File: src/rtl/core/rlcf_pkg.sv
// Shared types and constants for the RGB linear cross-fader.
package rlcf_pkg;

	localparam int FADE_STEPS_DEF = 1020;
	localparam int LEVEL_MAX_DEF  = 255;

	localparam logic OP_START = 1'b0;
	localparam logic OP_TICK  = 1'b1;

	typedef enum logic [1:0] {
		ST_IDLE,
		ST_DIV,
		ST_EMIT
	} state_t;

	typedef struct packed {
		logic load;
		logic div_step;
		logic div_bit;
		logic tick;
	} lane_ctl_t;

endpackage

File: src/rtl/core/rgb_linear_cross_fader.sv
// Top level of the three-channel RGB linear cross-fader.
// A start item (tuser = 0) loads new red/green/blue targets; the three lanes
// then derive their step intervals, FADE_STEPS divided by the gap, with a
// restoring divider that yields one quotient bit per cycle; the block takes
// no new item until the divider has finished and the result is loaded into
// the output register. A tick item (tuser = 1) steps the levels when it is
// accepted; ST_EMIT then loads the output register, which lets the next
// item be accepted while a result still waits on m_tready. m_tlast is the
// done flag: set on the last tick of a fade and on every idle tick.
module rgb_linear_cross_fader #(
	parameter int FADE_STEPS = rlcf_pkg::FADE_STEPS_DEF,
	parameter int LEVEL_MAX  = rlcf_pkg::LEVEL_MAX_DEF
) (
	input  logic        clk,
	input  logic        arst_n,
	input  logic        s_tvalid,
	output logic        s_tready,
	input  logic [23:0] s_tdata,  // target_red[7:0], target_green[15:8], target_blue[23:16]
	input  logic        s_tuser,  // operation
	output logic        m_tvalid,
	input  logic        m_tready,
	output logic [23:0] m_tdata,  // red_level[7:0], green_level[15:8], blue_level[23:16]
	output logic        m_tlast   // fade_done
);

	localparam int LW = $clog2(LEVEL_MAX + 1);
	localparam int XW = (LW > 8) ? LW : 8;
	localparam int RW = $clog2(FADE_STEPS + 1);
	localparam int CW = $clog2(RW);
	localparam logic [RW-1:0] STEPS = RW'(FADE_STEPS);

	rlcf_pkg::state_t    state_q, state_d;
	rlcf_pkg::lane_ctl_t ctl;
	logic [CW-1:0]       cnt_q;
	logic [RW-1:0]       idx_q;
	logic                fading_q;
	logic                done_q;
	logic                out_load;
	logic                in_acc;
	logic                out_free;
	logic [LW-1:0]       lvl [3];
	logic [XW-1:0]       lvl_w [3];

	assign in_acc   = s_tvalid && s_tready;
	assign out_free = !m_tvalid || m_tready;

	for (genvar k = 0; k < 3; k++) begin : g_lane
		rlcf_lane #(
			.FADE_STEPS(FADE_STEPS),
			.LEVEL_MAX (LEVEL_MAX)
		) u_lane (
			.clk   (clk),
			.arst_n(arst_n),
			.ctl   (ctl),
			.target(s_tdata[8*k +: 8]),
			.level (lvl[k])
		);
		assign lvl_w[k] = XW'(lvl[k]);
	end

	always_comb begin
		state_d = state_q;
		case (state_q)
			rlcf_pkg::ST_IDLE: begin
				if (in_acc)
					state_d = (s_tuser == rlcf_pkg::OP_START) ? rlcf_pkg::ST_DIV
					                                          : rlcf_pkg::ST_EMIT;
			end
			rlcf_pkg::ST_DIV: begin
				if (cnt_q == '0)
					state_d = rlcf_pkg::ST_EMIT;
			end
			rlcf_pkg::ST_EMIT: begin
				if (out_free)
					state_d = rlcf_pkg::ST_IDLE;
			end
			default: state_d = rlcf_pkg::ST_IDLE;
		endcase
	end

	always_comb begin
		s_tready     = 1'b0;
		out_load     = 1'b0;
		ctl.load     = 1'b0;
		ctl.div_step = 1'b0;
		ctl.div_bit  = STEPS[cnt_q];
		ctl.tick     = 1'b0;
		case (state_q)
			rlcf_pkg::ST_IDLE: begin
				s_tready = 1'b1;
				ctl.load = s_tvalid && (s_tuser == rlcf_pkg::OP_START);
				ctl.tick = s_tvalid && (s_tuser == rlcf_pkg::OP_TICK) && fading_q;
			end
			rlcf_pkg::ST_DIV: begin
				ctl.div_step = 1'b1;
			end
			rlcf_pkg::ST_EMIT: begin
				out_load = out_free;
			end
			default: ;
		endcase
	end

	always_ff @(posedge clk or negedge arst_n) begin
		if (!arst_n) begin
			state_q  <= rlcf_pkg::ST_IDLE;
			cnt_q    <= '0;
			idx_q    <= '0;
			fading_q <= 1'b0;
			done_q   <= 1'b0;
		end else begin
			state_q <= state_d;
			if (ctl.div_step)
				cnt_q <= cnt_q - CW'(1);
			if (in_acc) begin
				if (s_tuser == rlcf_pkg::OP_START) begin
					cnt_q    <= CW'(RW - 1);
					idx_q    <= '0;
					fading_q <= 1'b1;
					done_q   <= 1'b0;
				end else if (fading_q) begin
					if (idx_q >= STEPS) begin
						fading_q <= 1'b0;
						idx_q    <= '0;
						done_q   <= 1'b1;
					end else begin
						idx_q  <= idx_q + RW'(1);
						done_q <= 1'b0;
					end
				end else begin
					done_q <= 1'b1;
				end
			end
		end
	end

	always_ff @(posedge clk or negedge arst_n) begin
		if (!arst_n) begin
			m_tvalid <= 1'b0;
		end else if (out_load) begin
			m_tvalid <= 1'b1;
		end else if (m_tready) begin
			m_tvalid <= 1'b0;
		end
	end

	always_ff @(posedge clk) begin
		if (out_load) begin
			m_tdata <= {lvl_w[2][7:0], lvl_w[1][7:0], lvl_w[0][7:0]};
			m_tlast <= done_q;
		end
	end

	a_idle_idx: assert property (@(posedge clk) disable iff (!arst_n)
		!fading_q |-> idx_q == '0)
		else $error("tick index not cleared while idle");

	a_start: assert property (@(posedge clk) disable iff (!arst_n)
		(in_acc && s_tuser == rlcf_pkg::OP_START) |=>
			(fading_q && !done_q && state_q == rlcf_pkg::ST_DIV))
		else $error("start item did not arm the fade");

	a_lvl_max: assert property (@(posedge clk) disable iff (!arst_n)
		lvl[0] <= LW'(LEVEL_MAX) && lvl[1] <= LW'(LEVEL_MAX) && lvl[2] <= LW'(LEVEL_MAX))
		else $error("level above maximum");

	a_fade_len: assert property (@(posedge clk) disable iff (!arst_n)
		fading_q |-> idx_q <= STEPS)
		else $error("tick index beyond fade length");

endmodule

File: src/rtl/core/rlcf_lane.sv
// One color lane: rate divider, tick residue counter and saturating level.
module rlcf_lane #(
	parameter int FADE_STEPS = rlcf_pkg::FADE_STEPS_DEF,
	parameter int LEVEL_MAX  = rlcf_pkg::LEVEL_MAX_DEF,
	localparam int LW = $clog2(LEVEL_MAX + 1)
) (
	input  logic                clk,
	input  logic                arst_n,
	input  rlcf_pkg::lane_ctl_t ctl,
	input  logic [7:0]          target,
	output logic [LW-1:0]       level
);

	localparam int XW = (LW > 8) ? LW : 8;
	localparam int RW = $clog2(FADE_STEPS + 1);

	logic [LW-1:0]      level_q;
	logic               dir_q;
	logic               zero_q;
	logic [XW-1:0]      dvsr_q;
	logic [XW-1:0]      rem_q;
	logic [RW-1:0]      quo_q;
	logic [RW-1:0]      res_q;

	logic signed [XW:0] gap;
	logic [XW-1:0]      gap_mag;
	logic [XW:0]        trial;
	logic               fits;
	logic [XW:0]        trial_sub;
	logic               rate_nz;
	logic [RW:0]        res_inc;

	always_comb begin
		gap       = $signed({1'b0, XW'(target)}) - $signed({1'b0, XW'(level_q)});
		gap_mag   = gap[XW] ? XW'(-gap) : gap[XW-1:0];
		trial     = {rem_q, ctl.div_bit};
		fits      = trial >= {1'b0, dvsr_q};
		trial_sub = trial - {1'b0, dvsr_q};
		rate_nz   = !zero_q && (quo_q != '0);
		res_inc   = {1'b0, res_q} + (RW + 1)'(1);
	end

	always_ff @(posedge clk or negedge arst_n) begin
		if (!arst_n) begin
			level_q <= '0;
			dir_q   <= 1'b0;
			zero_q  <= 1'b1;
			dvsr_q  <= '0;
			rem_q   <= '0;
			quo_q   <= '0;
			res_q   <= '0;
		end else if (ctl.load) begin
			dir_q  <= !gap[XW];
			zero_q <= (gap == '0);
			dvsr_q <= gap_mag;
			rem_q  <= '0;
			quo_q  <= '0;
			res_q  <= '0;
		end else if (ctl.div_step) begin
			rem_q <= fits ? trial_sub[XW-1:0] : trial[XW-1:0];
			quo_q <= {quo_q[RW-2:0], fits};
		end else if (ctl.tick && rate_nz) begin
			res_q <= (res_inc == {1'b0, quo_q}) ? '0 : res_inc[RW-1:0];
			if (res_q == '0) begin
				if (dir_q) begin
					if (level_q < LW'(LEVEL_MAX))
						level_q <= level_q + LW'(1);
				end else begin
					if (level_q != '0)
						level_q <= level_q - LW'(1);
				end
			end
		end
	end

	assign level = level_q;

endmodule
File: config.mk
export PLATFORM = sky130hd
export DESIGN_NAME = rgb_linear_cross_fader
export DESIGN_NICKNAME = d
export VERILOG_FILES = /design/src/rtl/core/rlcf_pkg.sv /design/src/rtl/core/rgb_linear_cross_fader.sv /design/src/rtl/core/rlcf_lane.sv
export SDC_FILE = /design/constraint.sdc
export NUM_CORES = 1
export LEC_CHECK = 0
export BUFFER_PORTS_ARGS = -buffer_cell sky130_fd_sc_hd__buf_2
export CAP_MARGIN = 20
export CELL_PAD_IN_SITES_DETAIL_PLACEMENT = 1
export CELL_PAD_IN_SITES_GLOBAL_PLACEMENT = 1
export CORE_ASPECT_RATIO = 0.8
export CORE_UTILIZATION = 30
export DETAILED_ROUTE_END_ITERATION = 7
export GPL_ROUTABILITY_DRIVEN = 0
export GPL_TIMING_DRIVEN = 0
export PLACE_DENSITY_LB_ADDON = 0.2
export SLEW_MARGIN = 30
export SYNTH_ARGS = -nofsm -noshare
export SYNTH_HDL_FRONTEND = slang
export SYNTH_SLANG_ARGS = --single-unit
File: constraint.sdc
create_clock -name clk -period 3.1 [get_ports clk]
set_input_delay 0.155 -clock clk [delete_from_list [all_inputs] [get_ports clk]]
set_output_delay 0.155 -clock clk [all_outputs]
set_load 0.05 [all_outputs]
Word level (Yosys, flattened, before mapping) --
Memory sizes are Yosys's and may differ from the RTL's. Index checks and enable logic that the tools add are counted.
Storage, ports and cells: output and inout port bits 27, logic and storage cells 186, input bits 29, memories 1, ROM bits 16, bits in registers 182
Memory list:
- (no name shown) | depth 16, width 1, rd ports 1, clocked after memory_dff 0, wr ports 0, line rgb_linear_cross_fader.sv:86 | ctl.div_bit = STEPS[cnt_q];
Cells by class: equal/unequal tests 13, muxes and demuxes 64, bitwise logic cells 3, add/sub/neg operators 20, reductions and logical operators 48, order comparisons 8
Operators by type and width (count):
- 2-to-1 mux 10 bit | 21
- 2-to-1 mux 8 bit | 21
- adder 10 x 1 -> 11 bit, second input constant | 3
- equality test 11 x 10 -> 1 bit | 3
- logical NOT 10 bit | 3
- nonzero test 10 bit | 3
- greater-or-equal comparator 9 x 8 -> 1 bit | 3
- logical NOT 9 bit | 3
- subtractor 8 x 8 -> 9 bit | 3
- adder 8 x 1 -> 8 bit, second input constant | 3
- < comparator 8 bit, second input constant | 3
- negator 8 bit | 3
- nonzero test 8 bit | 3
- subtractor 8 x 1 -> 8 bit, second input constant | 3
- subtractor 8 bit | 3
- AND reduction 6 bit | 3
- nonzero test 2 bit | 8
- 2-to-1 mux 1 bit | 14
- 2-to-1 mux 4 bit | 3
- != test 2 bit, second input constant | 6
- adder 10 x 1 -> 10 bit, second input constant | 1
- greater-or-equal comparator 10 bit, second input constant | 1
- logical AND 1 bit | 10
- 2-to-1 mux 2 bit | 4
- 13 further kinds | 25

Logic depth before layout (Yosys ltp) --
depth in word-level cells 7, mapped depth 11, mapped depth without buffers 11

Hierarchy --
Synthesis repeated with hierarchy kept, for this count alone.
Second synthesis, totals: cell total of the unflattened synthesis 1374, area total of the unflattened synthesis 12436.9 µm²
By module, submodules not included:
- rlcf_lane (g_lane[1].u_lane) | seq. area each 1152.4 µm², times used 1, cells each 414, area an instance 3572.2 µm²
- rlcf_lane (g_lane[2].u_lane) | seq. area each 1152.4 µm², times used 1, cells each 415, area an instance 3557.2 µm²
- rlcf_lane (g_lane[0].u_lane) | seq. area each 1152.4 µm², times used 1, cells each 399, area an instance 3500.9 µm²
- rgb_linear_cross_fader | seq. area each 1226.2 µm², times used 1, cells each 146, area an instance 1806.7 µm²

Worst setup path before layout --
Ideal clock, no wire load.
path kind reg2reg, start point register g_lane[1].u_lane.level_q[0], end point register g_lane[1].u_lane.dvsr_q[7], period minus slack after synthesis 2.652 ns, cell stages (with the launch flop) 11, data arrival time 2.566 ns, slack 0.448 ns, required time 3.013 ns, buffers on the path 0, path through dfrtp_1 > ha_1 > inv_1 > fa_1 > a211oi_1 > o21bai_1 > a21oi_1 > xor2_1 > and3b_1 > or4_1 > o211ai_1
On the way: cells in the longest elaborated chain, start to end 3
RTL lines:
- from (decl) | line rlcf_lane.sv:17 | logic [LW-1:0] level_q;
- from (signal assigned) | line rlcf_lane.sv:67 | level_q <= level_q + LW'(1);
- from (signal assigned) | line rlcf_lane.sv:70 | level_q <= level_q - LW'(1);
- subtractor 8 x 8 -> 9 bit * | line rlcf_lane.sv:34 | gap = $signed({1'b0, XW'(target)}) - $signed({1'b0, XW'(level_q)});
- negator 8 bit | line rlcf_lane.sv:35 | gap_mag = gap[XW] ? XW'(-gap) : gap[XW-1:0];
- 2-to-1 mux 8 bit * | line rlcf_lane.sv:35
- to (signal assigned) | line rlcf_lane.sv:55 | dvsr_q <= gap_mag;
- to (decl) | line rlcf_lane.sv:20 | logic [XW-1:0] dvsr_q;
Mark *: on every way between the ends. The rest lies on a longest branch, timed or not. A chain may end at the register's enable or synchronous reset.

Worst setup path in the final report --
Ends and elaborated chain as after synthesis.

==> summary.log <==
INFO  global_routing overflow=0
INFO  setup_path     slowest_stage_cell_cp=sky130_fd_sc_hd__dfrtp_2
INFO  detailed_routing detail-route-antenna-nets=0
INFO  clock_network  clkSinkCount=182
INFO  setup_path     critical_path.cell_chain=ha_1 > inv_1 > fa_1 > a211oi_1 > o21bai_1 > a21oi_1 > xor2_1 > and3b_1 > or4_1 > o211ai_1
INFO  setup_path     worstPathBufferInverterCount=1
INFO  yosys          synth.lib_cells_used.distinct=77
INFO  placed_design  placed_wire_length_estimate_after_detailed_placement=26.2mm
INFO  detailed_routing num_vias=10100
INFO  yosys          synth_top_area_frac=0.319
INFO  yosys          synth_area_per_cell=8.97um^2
INFO  yosys          post_synth_fa_ha_maj_area_fraction=0.0958
INFO  setup_path     critical_path.endpoint_type=flip-flop
INFO  yosys          main_combinational_cell_family_by_area_after_synthesis=simple AND/OR/NAND/NOR gates
INFO  setup_path     worst_setup_path_class=flip-flop to flip-flop
INFO  timing         max_freq=338MHz
INFO  power          power.density_cell_area=1120nW/um^2
INFO  global_routing grt_usage=0.181
INFO  global_routing antenna_found_initial=0
INFO  timing         layout_min_cycle_time=2.96ns
INFO  clock_network  root_buffer=sky130_fd_sc_hd__clkbuf_16
INFO  yosys          synth-xor-area-share=0.0711
INFO  timing         rsz0062_at_grt=true
INFO  yosys          synth_area_leaders=sky130_fd_sc_hd__dfrtp_1 (32%), sky130_fd_sc_hd__ha_1 (8.1%), sky130_fd_sc_hd__edfxtp_1 (6.2%)
INFO  clock_network  clk_transition_reported_paths=0.07ns
INFO  finish         multi_input_gate_area_in_the_final_layout=6920um^2
INFO  timing         final.period_utilization=0.954
INFO  yosys          post_synthesis_mux_area_share=0.0221
INFO  clock_network  worstSkewPairLatency=0.46ns
INFO  hold_path      classification_of_the_worst_slack_hold_path=primary input to flip-flop
INFO  yosys          post_synth_and_or_nand_nor_area_fraction=0.198
INFO  detailed_routing drt_iter0_markers=419
INFO  finish         drive_above_1_share=0.101
INFO  finish         seq_area=4690um^2
INFO  timing         fin_hold_ws=0.0570ns
INFO  finish         nFillCells=4642
INFO  power          vdd_drop_max=502uV
INFO  timing         relSlewSlack=0.398
INFO  clock_network  clockBufferDepth=2
INFO  yosys          ys_ff_latch=182
INFO  die            die_h=181um
INFO  yosys          yosysWarningCount=0
INFO  timing         setup-tns-final=0ns
INFO  die            floorplan.die_area=41000um^2
INFO  yosys          share_of_synthesized_registers_carrying_an_async_set_or_reset=0.863
INFO  detailed_routing detail_route.drc_violations=0
INFO  detailed_routing drt-total-wl=35.2mm
INFO  finish         design.final.nets=1540
INFO  yosys          synth.net_count=1461
INFO  clock_network  tritoncts.num_buffers=17
INFO  die            fp.dieW=226um
INFO  timing         drv_slew=0
INFO  setup_path     critPathRequiredTime=3.46ns
INFO  clock_network  cts_tree=built
INFO  yosys          synth_enable_flop_cells=25
INFO  die            core_area=39500um^2
INFO  timing         worst_clock_skew=0.00964ns
INFO  yosys          ys_dominant_reg_cell=sky130_fd_sc_hd__dfrtp_1
INFO  yosys          synth-compound-area-share=0.182
INFO  global_routing grt_start_max_net_pins=77
INFO  timing         setup_viol_count_final=0
INFO  timing         tightest_slew=0.903ns
INFO  yosys          synthesized_area=12100um^2
INFO  yosys          synthMostInstantiatedCell=sky130_fd_sc_hd__nand2_1
INFO  setup_path     crit_path_max_fanout=7
INFO  setup_path     startpoint_type=flip-flop
INFO  job            drv_cap=0
INFO  timing         timing_hold_violations_final=0
INFO  detailed_routing avgRoutedWirePerCell=17.8um
INFO  yosys          post-synth-top-area-cell=sky130_fd_sc_hd__dfrtp_1
INFO  setup_path     max_stage_delay=0.47ns
INFO  yosys          netlist_instances=1345
INFO  yosys          synth_common_cells=sky130_fd_sc_hd__nand2_1 (172), sky130_fd_sc_hd__dfrtp_1 (154), sky130_fd_sc_hd__o21ai_0 (112)
INFO  placed_design  place_worst_setup_slack=-0.315ns
INFO  clock_network  ctsHtreeMaxLevel=4
INFO  detailed_routing number_of_optimization_iterations_in_the_first_detailed_route_pass=4
INFO  detailed_routing routed_via_count_divided_by_cell_count=5.10
INFO  yosys          seq_area_frac_synth=0.388
INFO  setup_path     worst_path_dominant_cell_family=compound AO/OA/AOI/OAI gates
INFO  global_routing grt_pass1_vias=10700
INFO  die            cell_rows=65
INFO  global_routing global_route_wire_length_before_repair=58.5mm
INFO  setup_path     crit_arrival=3.32ns
INFO  outcome        status=finished, final reports clean
INFO  die            io_pins=56
INFO  die            initial_utilization=0.305
INFO  placed_design  placement.io_buffers=54
INFO  power          static-leakage-power=6.19nW
INFO  finish         flow.area_growth_from_synthesis=14.3%
INFO  timing         setup_slack=0.143ns
INFO  finish         num_antenna_cells=0
[flip-flops by register name, summed over array words and instances (netlist names), 4 cells and up]
register              flops
g_lane.u_lane.quo_q      30
g_lane.u_lane.res_q      30
g_lane.u_lane.dvsr_q     24
g_lane.u_lane.level      24
g_lane.u_lane.rem_q      24
m_tdata                  24
idx_q                    10
cnt_q                     4
[final cells by class]
type | count | area share
Inverter | 83 | 0.0226
Sequential cell | 182 | 0.340
Clock inverter | 9 | 0.00825
Timing Repair Buffer | 60 | 0.0276
Buffer | 51 | 0.0155
Clock buffer | 23 | 0.0361
Tap cell | 536 | 0.0486
Multi-Input combinational cell | 1029 | 0.502
[kinds of logic (layout without fill, tap and decap cells)]
kind of cell | Yosys count | in the layout
AO/OA/AOI/OAI | 332 | 332
XOR/XNOR | 98 | 98
flip-flops | 182 | 182
adder cells (fa/ha/maj) | 87 | 87
AND/OR/NAND/NOR | 487 | 487
multiplexers | 25 | 25
buffers and inverters | 134 | 226
[final timing paths]
| path | slack (ns) | depth (start not counted) | startpoint | to |
|---|---|---|---|---|
| worst max-delay path | 0.14 | 10 | g_lane[1].u_lane.level[0] | g_lane[1].u_lane.dvsr_q[7] |
| worst min-delay path | 0.06 | 3 | m_tready | m_tvalid |
| worst max register to register | 0.14 | 10 | g_lane[1].u_lane.level[0] | g_lane[1].u_lane.dvsr_q[7] |
| worst min register to register | 0.45 | 0 | done_q | m_tlast |
| max in group asynchronous | 1.91 | 4 | arst_n | g_lane[2].u_lane.zero_q |
| min in group asynchronous | 0.13 | 2 | arst_n | idx_q[5] |
[worst min-delay path, delay by kind of cell]
family,cells,cell delay [ns]
buffers and inverters,1,0.07
and+or+nand+nor,2,0.23
[stage by stage]
step	std cells	instance area (um^2)	power (mW)	util
2_1_floorplan	1345	12100	10.7	-
3_3_place_gp	1935	13000	12.8	0.329
3_5_place_dp	1938	13100	13.0	0.331
4_1_cts	1971	13700	15.5	0.348
5_1_grt	1973	13800	16.9	0.349
6_report	1973	13800	15.4	0.349
[metal layers]
| layer | vias to the layer above | track usage | share of wire |
|---|---|---|---|
| met5 | - | 0 | 0 |
| met4 | 0 | 0.0441 | 0.011 |
| met3 | 28 | 0.0272 | 0.018 |
| met2 | 68 | 0.286 | 0.46 |
| met1 | 4985 | 0.257 | 0.51 |
| li1 | 4989 | - | - |
[cells in the final DEF, fill, tap and decap left out, types with 19 or more instances in the layout]
master | synthesis | layout
sky130_fd_sc_hd__buf_2 | 11 | 64
sky130_fd_sc_hd__ha_1 | 78 | 78
sky130_fd_sc_hd__nand3_1 | 71 | 71
sky130_fd_sc_hd__inv_1 | 83 | 83
sky130_fd_sc_hd__nor2_1 | 81 | 79
sky130_fd_sc_hd__clkbuf_1 | 38 | 38
sky130_fd_sc_hd__o21ai_0 | 112 | 112
sky130_fd_sc_hd__edfxtp_1 | 25 | 25
sky130_fd_sc_hd__nor3_1 | 21 | 20
sky130_fd_sc_hd__xor2_1 | 50 | 50
sky130_fd_sc_hd__nand2_1 | 172 | 172
sky130_fd_sc_hd__nor2b_1 | 23 | 23
sky130_fd_sc_hd__a21o_1 | 39 | 39
sky130_fd_sc_hd__dfrtp_1 | 154 | 151
sky130_fd_sc_hd__xnor2_1 | 48 | 48
sky130_fd_sc_hd__nand2b_1 | 19 | 19
sky130_fd_sc_hd__a21oi_1 | 47 | 47
sky130_fd_sc_hd__nor4_1 | 20 | 20
[power breakdown]
part | switching (mW) | leakage, nW | internal [mW] | total, mW
logic | 5.22 | 3.66 | 3.65 | 8.87
clock network | 1.02 | 0.301 | 1.30 | 2.32
registers | 0.952 | 2.23 | 3.29 | 4.24
[what timing repair did]
item | in CTS | in global routing
gates resized for setup | 4 | 10
endpoints found under the hold margin | 81 | 0
hold buffers | 1 | 0
endpoints found under the setup margin | 17 | 35
buffers inserted | 0 | 2
pin swaps | 0 | 2
(Power assumes the default switching activity.)
